--- config.mk ---
export PLATFORM = sky130hd
export DESIGN_NAME = pixel_saturation_set
export DESIGN_NICKNAME = d
export VERILOG_FILES = /design/src/design/psat_pkg.sv /design/src/design/psat_div.sv /design/src/design/pixel_saturation_set.sv
export SDC_FILE = /design/constraint.sdc
export NUM_CORES = 2
export LEC_CHECK = 0
export ABC_AREA = 1
export BUFFER_PORTS_ARGS = -buffer_cell sky130_fd_sc_hd__buf_2
export CORE_UTILIZATION = 45
export DETAILED_ROUTE_END_ITERATION = 12
export PLACE_DENSITY_LB_ADDON = 0.25
export SLEW_MARGIN = 10
export SYNTH_ARGS = -nofsm -noshare
export SYNTH_HDL_FRONTEND = slang
export SYNTH_HIERARCHICAL = 1
export SYNTH_SLANG_ARGS = --single-unit
--- constraint.sdc ---
create_clock -name clk -period 50.6 [get_ports clk]
set_clock_uncertainty 0.15 [all_clocks]
set_input_delay 5.06 -clock clk [delete_from_list [all_inputs] [get_ports clk]]
set_output_delay 5.06 -clock clk [all_outputs]
set_load 0.02 [all_outputs]
--- src/design/psat_pkg.sv ---
// ----------------------------------------------------------------------------
// psat_pkg
// shared types and fixed-point constants of the saturation adjust block
// ----------------------------------------------------------------------------
package psat_pkg;

  localparam int FRAC_BITS  = 16;             // hue fraction bits
  localparam int QUO_BITS   = FRAC_BITS + 1;  // quotient may reach 1.0
  localparam int SAT_BITS   = 9;              // saturation level, q8
  localparam int SCALE_BITS = FRAC_BITS + 8;  // q16 weight times q8 level

  localparam logic [SAT_BITS-1:0] SAT_FULL = 9'd256;
  localparam logic [QUO_BITS-1:0] ONE_Q16  = 17'h10000;

  // channel holding the maximum, ties go to red then green
  typedef enum logic [1:0] {
    BASE_RED   = 2'd0,
    BASE_GREEN = 2'd1,
    BASE_BLUE  = 2'd2
  } base_t;

  // part a channel plays when the pixel is rebuilt
  typedef enum logic [1:0] {
    ROLE_CHROMA = 2'd0,
    ROLE_SEC    = 2'd1,
    ROLE_ZERO   = 2'd2
  } role_t;

  typedef struct packed {
    role_t a;
    role_t b;
    role_t c;
  } roles_t;

  function automatic roles_t sext_roles(input logic [2:0] sext);
    roles_t rl;
    unique case (sext)
      3'd0:    rl = '{a: ROLE_CHROMA, b: ROLE_SEC,    c: ROLE_ZERO};
      3'd1:    rl = '{a: ROLE_SEC,    b: ROLE_CHROMA, c: ROLE_ZERO};
      3'd2:    rl = '{a: ROLE_ZERO,   b: ROLE_CHROMA, c: ROLE_SEC};
      3'd3:    rl = '{a: ROLE_ZERO,   b: ROLE_SEC,    c: ROLE_CHROMA};
      3'd4:    rl = '{a: ROLE_SEC,    b: ROLE_ZERO,   c: ROLE_CHROMA};
      default: rl = '{a: ROLE_CHROMA, b: ROLE_ZERO,   c: ROLE_SEC};
    endcase
    return rl;
  endfunction

endpackage

--- src/design/psat_div.sv ---
// ----------------------------------------------------------------------------
// psat_div
// pipelined restoring divider, floor(num * 2^16 / den) for num <= den,
// one quotient bit per register stage, tag travels alongside
// ----------------------------------------------------------------------------
module psat_div #(
  parameter int CB = 8,
  parameter int TW = 1
) (
  input  logic                          clk,
  input  logic                          rst,
  input  logic                          ce,
  input  logic                          in_valid,
  input  logic [CB-1:0]                 num,
  input  logic [CB-1:0]                 den,
  input  logic [TW-1:0]                 in_tag,
  output logic                          out_valid,
  output logic [psat_pkg::QUO_BITS-1:0] quo,
  output logic [TW-1:0]                 out_tag
);
  import psat_pkg::*;

  logic                vld     [QUO_BITS];
  logic [CB-1:0]       rem     [QUO_BITS];
  logic [CB-1:0]       den_r   [QUO_BITS];
  logic [QUO_BITS-1:0] quo_r   [QUO_BITS];
  logic [TW-1:0]       tag_r   [QUO_BITS];

  for (genvar k = 0; k < QUO_BITS; k++) begin : g_step
    logic [CB:0]         trial;
    logic [CB-1:0]       d_in;
    logic [QUO_BITS-1:0] q_prev;
    logic [TW-1:0]       t_in;
    logic                v_in;
    logic                ge;
    logic [CB-1:0]       rem_next;
    logic [QUO_BITS-1:0] quo_next;

    if (k == 0) begin : g_first
      // top bit: num itself against den
      assign trial  = {1'b0, num};
      assign d_in   = den;
      assign q_prev = '0;
      assign t_in   = in_tag;
      assign v_in   = in_valid;
    end else begin : g_next
      assign trial  = {rem[k-1], 1'b0};
      assign d_in   = den_r[k-1];
      assign q_prev = quo_r[k-1];
      assign t_in   = tag_r[k-1];
      assign v_in   = vld[k-1];
    end

    assign ge       = trial >= {1'b0, d_in};
    // remainder stays below den, so it fits in CB bits
    assign rem_next = ge ? CB'(trial - {1'b0, d_in}) : trial[CB-1:0];
    assign quo_next = ge ? (q_prev | (QUO_BITS'(1) << (QUO_BITS - 1 - k))) : q_prev;

    always_ff @(posedge clk) begin
      if (rst) begin
        vld[k] <= 1'b0;
      end else if (ce) begin
        vld[k] <= v_in;
      end
    end

    always_ff @(posedge clk) begin
      if (ce) begin
        rem[k]   <= rem_next;
        den_r[k] <= d_in;
        quo_r[k] <= quo_next;
        tag_r[k] <= t_in;
      end
    end
  end

  assign out_valid = vld[QUO_BITS-1];
  assign quo       = quo_r[QUO_BITS-1];
  assign out_tag   = tag_r[QUO_BITS-1];

endmodule

--- src/design/pixel_saturation_set.sv ---
// ----------------------------------------------------------------------------
// pixel_saturation_set
// replaces the hsv saturation of each rgb pixel with a programmed level
// and rebuilds the pixel at the same value
// ----------------------------------------------------------------------------
//
//  channel  | handshake             | payload
//  ---------+-----------------------+---------------------------
//  input    | in_valid / in_ready   | chan_a, chan_b, chan_c
//  output   | out_valid / out_ready | out_a, out_b, out_c
//  config   | sat_level_we          | sat_level (q8, 9 bits)
//
// one item per clock sustained while the skid entry is empty; the path from
// accept to out_valid is the 17-stage hue divider (one quotient bit per stage)
// plus one front stage, two multiply stages and the output register.
// rst is synchronous; it empties the pipeline and clears sat_level to 0.
// an output register plus one skid entry sit behind the pipeline; the
// pipeline freezes only while the skid entry is full, so in_ready is a
// register and does not depend on out_ready in the same cycle.
// ----------------------------------------------------------------------------
module pixel_saturation_set #(
  parameter int CHANNEL_BITS = 8
) (
  input  logic                          clk,
  input  logic                          rst,
  input  logic                          sat_level_we,
  input  logic [psat_pkg::SAT_BITS-1:0] sat_level,
  input  logic                          in_valid,
  output logic                          in_ready,
  input  logic [CHANNEL_BITS-1:0]       chan_a,
  input  logic [CHANNEL_BITS-1:0]       chan_b,
  input  logic [CHANNEL_BITS-1:0]       chan_c,
  output logic                          out_valid,
  input  logic                          out_ready,
  output logic [CHANNEL_BITS-1:0]       out_a,
  output logic [CHANNEL_BITS-1:0]       out_b,
  output logic [CHANNEL_BITS-1:0]       out_c
);
  import psat_pkg::*;

  localparam int CB    = CHANNEL_BITS;
  localparam int MS_W  = CB + SAT_BITS;        // mx times level
  localparam int PR_W  = MS_W + QUO_BITS;      // full product width
  localparam int CUT_W = CB + SCALE_BITS;      // cut never exceeds mx * 2^24

  // what travels beside the divider
  typedef struct packed {
    logic [CB-1:0] mx;
    base_t         base;
    logic          negf;
  } tag_t;

  // saturation level, clamped to full on write
  logic [SAT_BITS-1:0] sat;

  always_ff @(posedge clk) begin
    if (rst) begin
      sat <= '0;
    end else if (sat_level_we) begin
      sat <= (sat_level > SAT_FULL) ? SAT_FULL : sat_level;
    end
  end

  // pipeline advance: stop only when the skid entry holds an item
  logic skid_v;
  logic ce;

  assign ce       = !skid_v;
  assign in_ready = ce;

  // ---- stage 1: max, min, hue numerator and denominator -------------------
  logic [CB-1:0] mx_c, mn_c, pos_c, neg_c, d_c;
  base_t         base_c;
  logic          negf_c;

  always_comb begin
    mx_c = chan_a;
    if (chan_b > mx_c) mx_c = chan_b;
    if (chan_c > mx_c) mx_c = chan_c;
    mn_c = chan_a;
    if (chan_b < mn_c) mn_c = chan_b;
    if (chan_c < mn_c) mn_c = chan_c;
    // ties resolve red first, then green
    priority if (mx_c == chan_a) begin
      base_c = BASE_RED;
      pos_c  = chan_b;
      neg_c  = chan_c;
    end else if (mx_c == chan_b) begin
      base_c = BASE_GREEN;
      pos_c  = chan_c;
      neg_c  = chan_a;
    end else begin
      base_c = BASE_BLUE;
      pos_c  = chan_a;
      neg_c  = chan_b;
    end
    negf_c = neg_c > pos_c;
    d_c    = mx_c - mn_c;
  end

  logic          s1_v;
  logic [CB-1:0] s1_num, s1_den;
  tag_t          s1_tag;

  always_ff @(posedge clk) begin
    if (rst) begin
      s1_v <= 1'b0;
    end else if (ce) begin
      s1_v <= in_valid;
    end
  end

  always_ff @(posedge clk) begin
    if (ce) begin
      s1_num <= negf_c ? neg_c - pos_c : pos_c - neg_c;
      // grey pixel: numerator is zero, a denominator of one gives hue 0
      s1_den <= (d_c == '0) ? CB'(1) : d_c;
      s1_tag <= '{mx: mx_c, base: base_c, negf: negf_c};
    end
  end

  // ---- divider stages ----------------------------------------------------
  logic                dv_v;
  logic [QUO_BITS-1:0] dv_quo;
  logic [$bits(tag_t)-1:0] dv_tag_bits;
  tag_t                dv_tag;

  psat_div #(
    .CB (CB),
    .TW ($bits(tag_t))
  ) u_div (
    .clk       (clk),
    .rst       (rst),
    .ce        (ce),
    .in_valid  (s1_v),
    .num       (s1_num),
    .den       (s1_den),
    .in_tag    (s1_tag),
    .out_valid (dv_v),
    .quo       (dv_quo),
    .out_tag   (dv_tag_bits)
  );

  assign dv_tag = tag_t'(dv_tag_bits);

  // ---- post 1: hue position, sextant, weight; mx times level -------------
  logic [2:0]            base3_c, top3_c;
  logic [QUO_BITS+1:0]   p_c;          // hue in q16, below 6.0
  logic [2:0]            sext_c;
  logic [FRAC_BITS-1:0]  f_c;

  always_comb begin
    base3_c = {dv_tag.base, 1'b0};
    top3_c  = (dv_tag.base == BASE_RED) ? 3'd6 : base3_c;
    if (dv_tag.negf) begin
      p_c = {top3_c, {FRAC_BITS{1'b0}}} - {2'b00, dv_quo};
    end else begin
      p_c = {base3_c, {FRAC_BITS{1'b0}}} + {2'b00, dv_quo};
    end
    sext_c = p_c[FRAC_BITS+2:FRAC_BITS];
    f_c    = p_c[FRAC_BITS-1:0];
  end

  logic                p1_v;
  logic [CB-1:0]       p1_mx;
  logic [MS_W-1:0]     p1_ms;
  logic [QUO_BITS-1:0] p1_om;          // one minus secondary weight
  roles_t              p1_roles;

  always_ff @(posedge clk) begin
    if (rst) begin
      p1_v <= 1'b0;
    end else if (ce) begin
      p1_v <= dv_v;
    end
  end

  always_ff @(posedge clk) begin
    if (ce) begin
      p1_mx    <= dv_tag.mx;
      p1_ms    <= MS_W'(dv_tag.mx) * MS_W'(sat);
      // odd sextant: weight is 1 - f, so 1 - weight is f
      p1_om    <= sext_c[0] ? {1'b0, f_c} : ONE_Q16 - {1'b0, f_c};
      p1_roles <= sext_roles(sext_c);
    end
  end

  // ---- post 2: secondary channel cut -------------------------------------
  logic [PR_W-1:0] prod_c;

  assign prod_c = PR_W'(p1_ms) * PR_W'(p1_om);

  logic             p2_v;
  logic [CB-1:0]    p2_mx;
  logic [MS_W-1:0]  p2_ms;
  logic [CUT_W-1:0] p2_cut;
  roles_t           p2_roles;

  always_ff @(posedge clk) begin
    if (rst) begin
      p2_v <= 1'b0;
    end else if (ce) begin
      p2_v <= p1_v;
    end
  end

  always_ff @(posedge clk) begin
    if (ce) begin
      p2_mx    <= p1_mx;
      p2_ms    <= p1_ms;
      p2_cut   <= prod_c[CUT_W-1:0];
      p2_roles <= p1_roles;
    end
  end

  // ---- post 3: rebuild each channel, truncated toward zero ---------------
  function automatic logic [CB-1:0] chan_out(
    input role_t            rl,
    input logic [CB-1:0]    mx,
    input logic [MS_W-1:0]  ms,
    input logic [CUT_W-1:0] cut_sec
  );
    logic [CUT_W-1:0] cut;
    logic [CUT_W-1:0] diff;
    unique case (rl)
      ROLE_CHROMA: cut = '0;
      ROLE_SEC:    cut = cut_sec;
      ROLE_ZERO:   cut = CUT_W'({ms, {FRAC_BITS{1'b0}}});
      default:     cut = '0;
    endcase
    diff = {mx, {SCALE_BITS{1'b0}}} - cut;
    return diff[CUT_W-1:SCALE_BITS];
  endfunction

  logic [CB-1:0] res_a, res_b, res_c;

  assign res_a = chan_out(p2_roles.a, p2_mx, p2_ms, p2_cut);
  assign res_b = chan_out(p2_roles.b, p2_mx, p2_ms, p2_cut);
  assign res_c = chan_out(p2_roles.c, p2_mx, p2_ms, p2_cut);

  // ---- output register and skid entry ------------------------------------
  logic [CB-1:0] skid_a, skid_b, skid_c;

  always_ff @(posedge clk) begin
    if (rst) begin
      out_valid <= 1'b0;
      skid_v    <= 1'b0;
    end else if (skid_v) begin
      // pipeline frozen, drain the skid entry
      if (out_ready) begin
        skid_v <= 1'b0;
      end
    end else if (p2_v) begin
      if (out_valid && !out_ready) begin
        skid_v <= 1'b1;
      end else begin
        out_valid <= 1'b1;
      end
    end else if (out_ready) begin
      out_valid <= 1'b0;
    end
  end

  always_ff @(posedge clk) begin
    if (skid_v) begin
      if (out_ready) begin
        out_a <= skid_a;
        out_b <= skid_b;
        out_c <= skid_c;
      end
    end else if (p2_v) begin
      if (out_valid && !out_ready) begin
        skid_a <= res_a;
        skid_b <= res_b;
        skid_c <= res_c;
      end else begin
        out_a <= res_a;
        out_b <= res_b;
        out_c <= res_c;
      end
    end
  end

endmodule

==> impl_metrics.json <==
{
  "status": "finished, violations left",
  "violations": "design-rule violations",
  "worstPathArrival_ns": 11.39,
  "track_usage": 0.190,
  "via_per_inst": 5.02,
  "boundaryPins": 64,
  "worst_pin_slew_ns": 1.11,
  "wl_per_cell_microns": 15.8,
  "syn_nets": 5916,
  "synth_cells": 5252,
  "cts.sinks": 812,
  "cp.required_ns": 50.87,
  "seq_area_frac_synth": 0.466,
  "final_common_cell": "nand2_1",
  "place.gp.congestion": 0.878,
  "drtIter0Drc": 2062,
  "clock_path_buffers": 3,
  "max_cap_viol_count": 0,
  "grt_first_pass_wirelength_microns": 179000,
  "synth.ff_latch_count": 812,
  "place_hpwl_microns": 81000,
  "die_y_microns": 342,
  "hold_viol_final": 0,
  "ys_warn_count": 6,
  "grt_pass1_vias": 35000,
  "die_area_sq_mm": 0.117,
  "slew_headroom": 0.257,
  "tns_ns": 0,
  "dpl_worst_slack_ns": 38.79,
  "start_util": 0.454,
  "synth_edf_count": 798,
  "maxSlewViolCount": 0,
  "cts-hold-fix-buffers": 0,
  "cts_tree": "yes",
  "avgSynthCellArea_sq_um": 9.91,
  "grt_max_degree": 132,
  "fp-row-count": 124,
  "post_cts_resized": 0,
  "path_clk_slew_ns": 0.07,
  "crit_fanout": 33,
  "nets": 5971,
  "clock.fmax_ghz": 0.0899,
  "postCtsSetupBuffers": 0,
  "endpoint_kind": "register",
  "cp_slowest_cell": "ha_1",
  "rsz0062_at_grt": "false",
  "vias": 34600,
  "portBuffers": 63,
  "most-common-layout-cells": "nand2_1 (1,361), inv_1 (942), edfxtp_1 (798), nand3_1 (347), ha_1 (342)",
  "ys.flop_type": "edfxtp_1",
  "cts_root_buf": "clkbuf_16",
  "dr.pass1.iters": 10,
  "post-route-min-period_ns": 11.12,
  "ff2ff_setup_slack_ns": 43.75,
  "synthArstFlopShare": 0,
  "cpPeakStageDelay_ns": 0.37,
  "cts_made_buffers": 90,
  "die_x_microns": 342,
  "setup_viol": 0,
  "final_antenna_net_count": 0,
  "antenna_found_initial": 3,
  "hold_path_class": "register to register",
  "critPathLaunchType": "primary input",
  "critPathMostFrequentCell": "nand2_1",
  "syn_area_sq_mm": 0.0520,
  "synth_cell_types": 70,
  "routed_wl_microns": 109000,
  "finalCritPeriodShare": 0.220,
  "worst-setup-path-type": "primary input to register",
  "worst_skew_pair.late_latency_ns": 0.67,
  "drc": 16,
  "overflow": 0,
  "cts_max_level": 3,
  "areaGrowthSynthToFinish_pct": 8.96,
  "layout_setup_ws_ns": 39.48,
  "drive_gt1_frac": 0.0824,
  "core-area_sq_mm": 0.115
}
## through the flow
stage,area (sq um),instances,utilization,hold slack [ns]
detailed placement,53900,6727,0.470,0.255
finish,56700,6891,0.495,0.246
global route,56700,6890,0.495,0.254
CTS,56700,6890,0.495,0.245
global placement,53900,6727,0.470,0.250
floorplan,52000,5252,-,0.250
## cell type report
| type | instances | area, sq um |
|---|---|---|
| fill | 10600 | 57800 |
| sequential | 812 | 24200 |
| multi-input combinational | 3350 | 23600 |
| inverter | 963 | 3630 |
| clock buffer | 108 | 2360 |
| tap | 1512 | 1890 |
| timing repair buffer | 90 | 531 |
| clock inverter | 55 | 458 |
| antenna | 1 | 2.50 |
## cells in the mapped netlist, types with 10 or more instances
library cell / count / area share
nor4_1: 10 / 0.0012
a21oi_1: 160 / 0.015
nand2_4: 35 / 0.0076
clkbuf_1: 102 / 0.0074
nor2_2: 12 / 0.0014
inv_2: 16 / 0.0012
a22oi_1: 21 / 0.0030
xnor2_1: 56 / 0.0094
a21oi_4: 13 / 0.0041
nand3_1: 347 / 0.033
nand2_2: 43 / 0.0052
xor2_1: 96 / 0.016
o21ai_0: 93 / 0.0089
buf_6: 13 / 0.0028
edfxtp_1: 798 / 0.46
inv_1: 943 / 0.068
fa_1: 284 / 0.11
o211ai_1: 14 / 0.0020
ha_1: 342 / 0.082
nand4_1: 42 / 0.0051
or2_2: 11 / 0.0013
nor3_1: 30 / 0.0029
nor2_1: 209 / 0.015
nand2_1: 1361 / 0.098
dfxtp_1: 14 / 0.0054
nand3_2: 29 / 0.0056
## kinds of logic after synthesis
group / Yosys count / synth area share
compound gates: 373 / 0.0438
xor+xnor: 153 / 0.0259
fa+ha+maj: 626 / 0.192
buf+inv: 1090 / 0.0811
mux: 1 / 0.000192
simple gates: 2197 / 0.192
flops: 812 / 0.466
## flip-flops by register name (all words and copies together), names as in the netlist, 9 cells and up
register / count
p1_ms: 17
p1_om: 17
p2_cut: 32
p2_ms: 16
s1_tag: 11
sat: 9
u_div/den_r: 128
u_div/quo_r: 153
u_div/rem: 128
u_div/tag_r: 187
u_div/vld: 17
## worst max-delay path: cells and delay by family
family / cells / cell delay [ns]
compound gates: 5 / 0.73
xor+xnor: 1 / 0.16
fa+ha+maj: 4 / 1.21
buf+inv: 9 / 1.25
simple gates: 25 / 2.95
## routing by layer
metal / up-vias / GRT usage / wire, microns
li1: 17100 / - / -
met1: 16700 / 0.251 / 48900
met2: 631 / 0.327 / 53000
met3: 167 / 0.0236 / 4260
met4: 4 / 0.0587 / 2560
met5: - / 0 / 27
## final timing paths
path / from / end / cells after the start
worst min-delay path: u_div/tag_r[1][81]$_DFFE_PP_ / u_div/tag_r[2][4]$_DFFE_PP_ / 0
worst max-delay path: chan_a[1] / s1_num[5]$_DFFE_PN_ / 44
worst max register to register: p1_om[7]$_DFFE_PN_ / p2_cut[29]$_DFFE_PN_ / 23
worst min register to register: u_div/tag_r[1][81]$_DFFE_PP_ / u_div/tag_r[2][4]$_DFFE_PP_ / 0
Power is not shown: default switching activity piles up to over one toggle a cycle in this logic, so the estimate is an artifact.
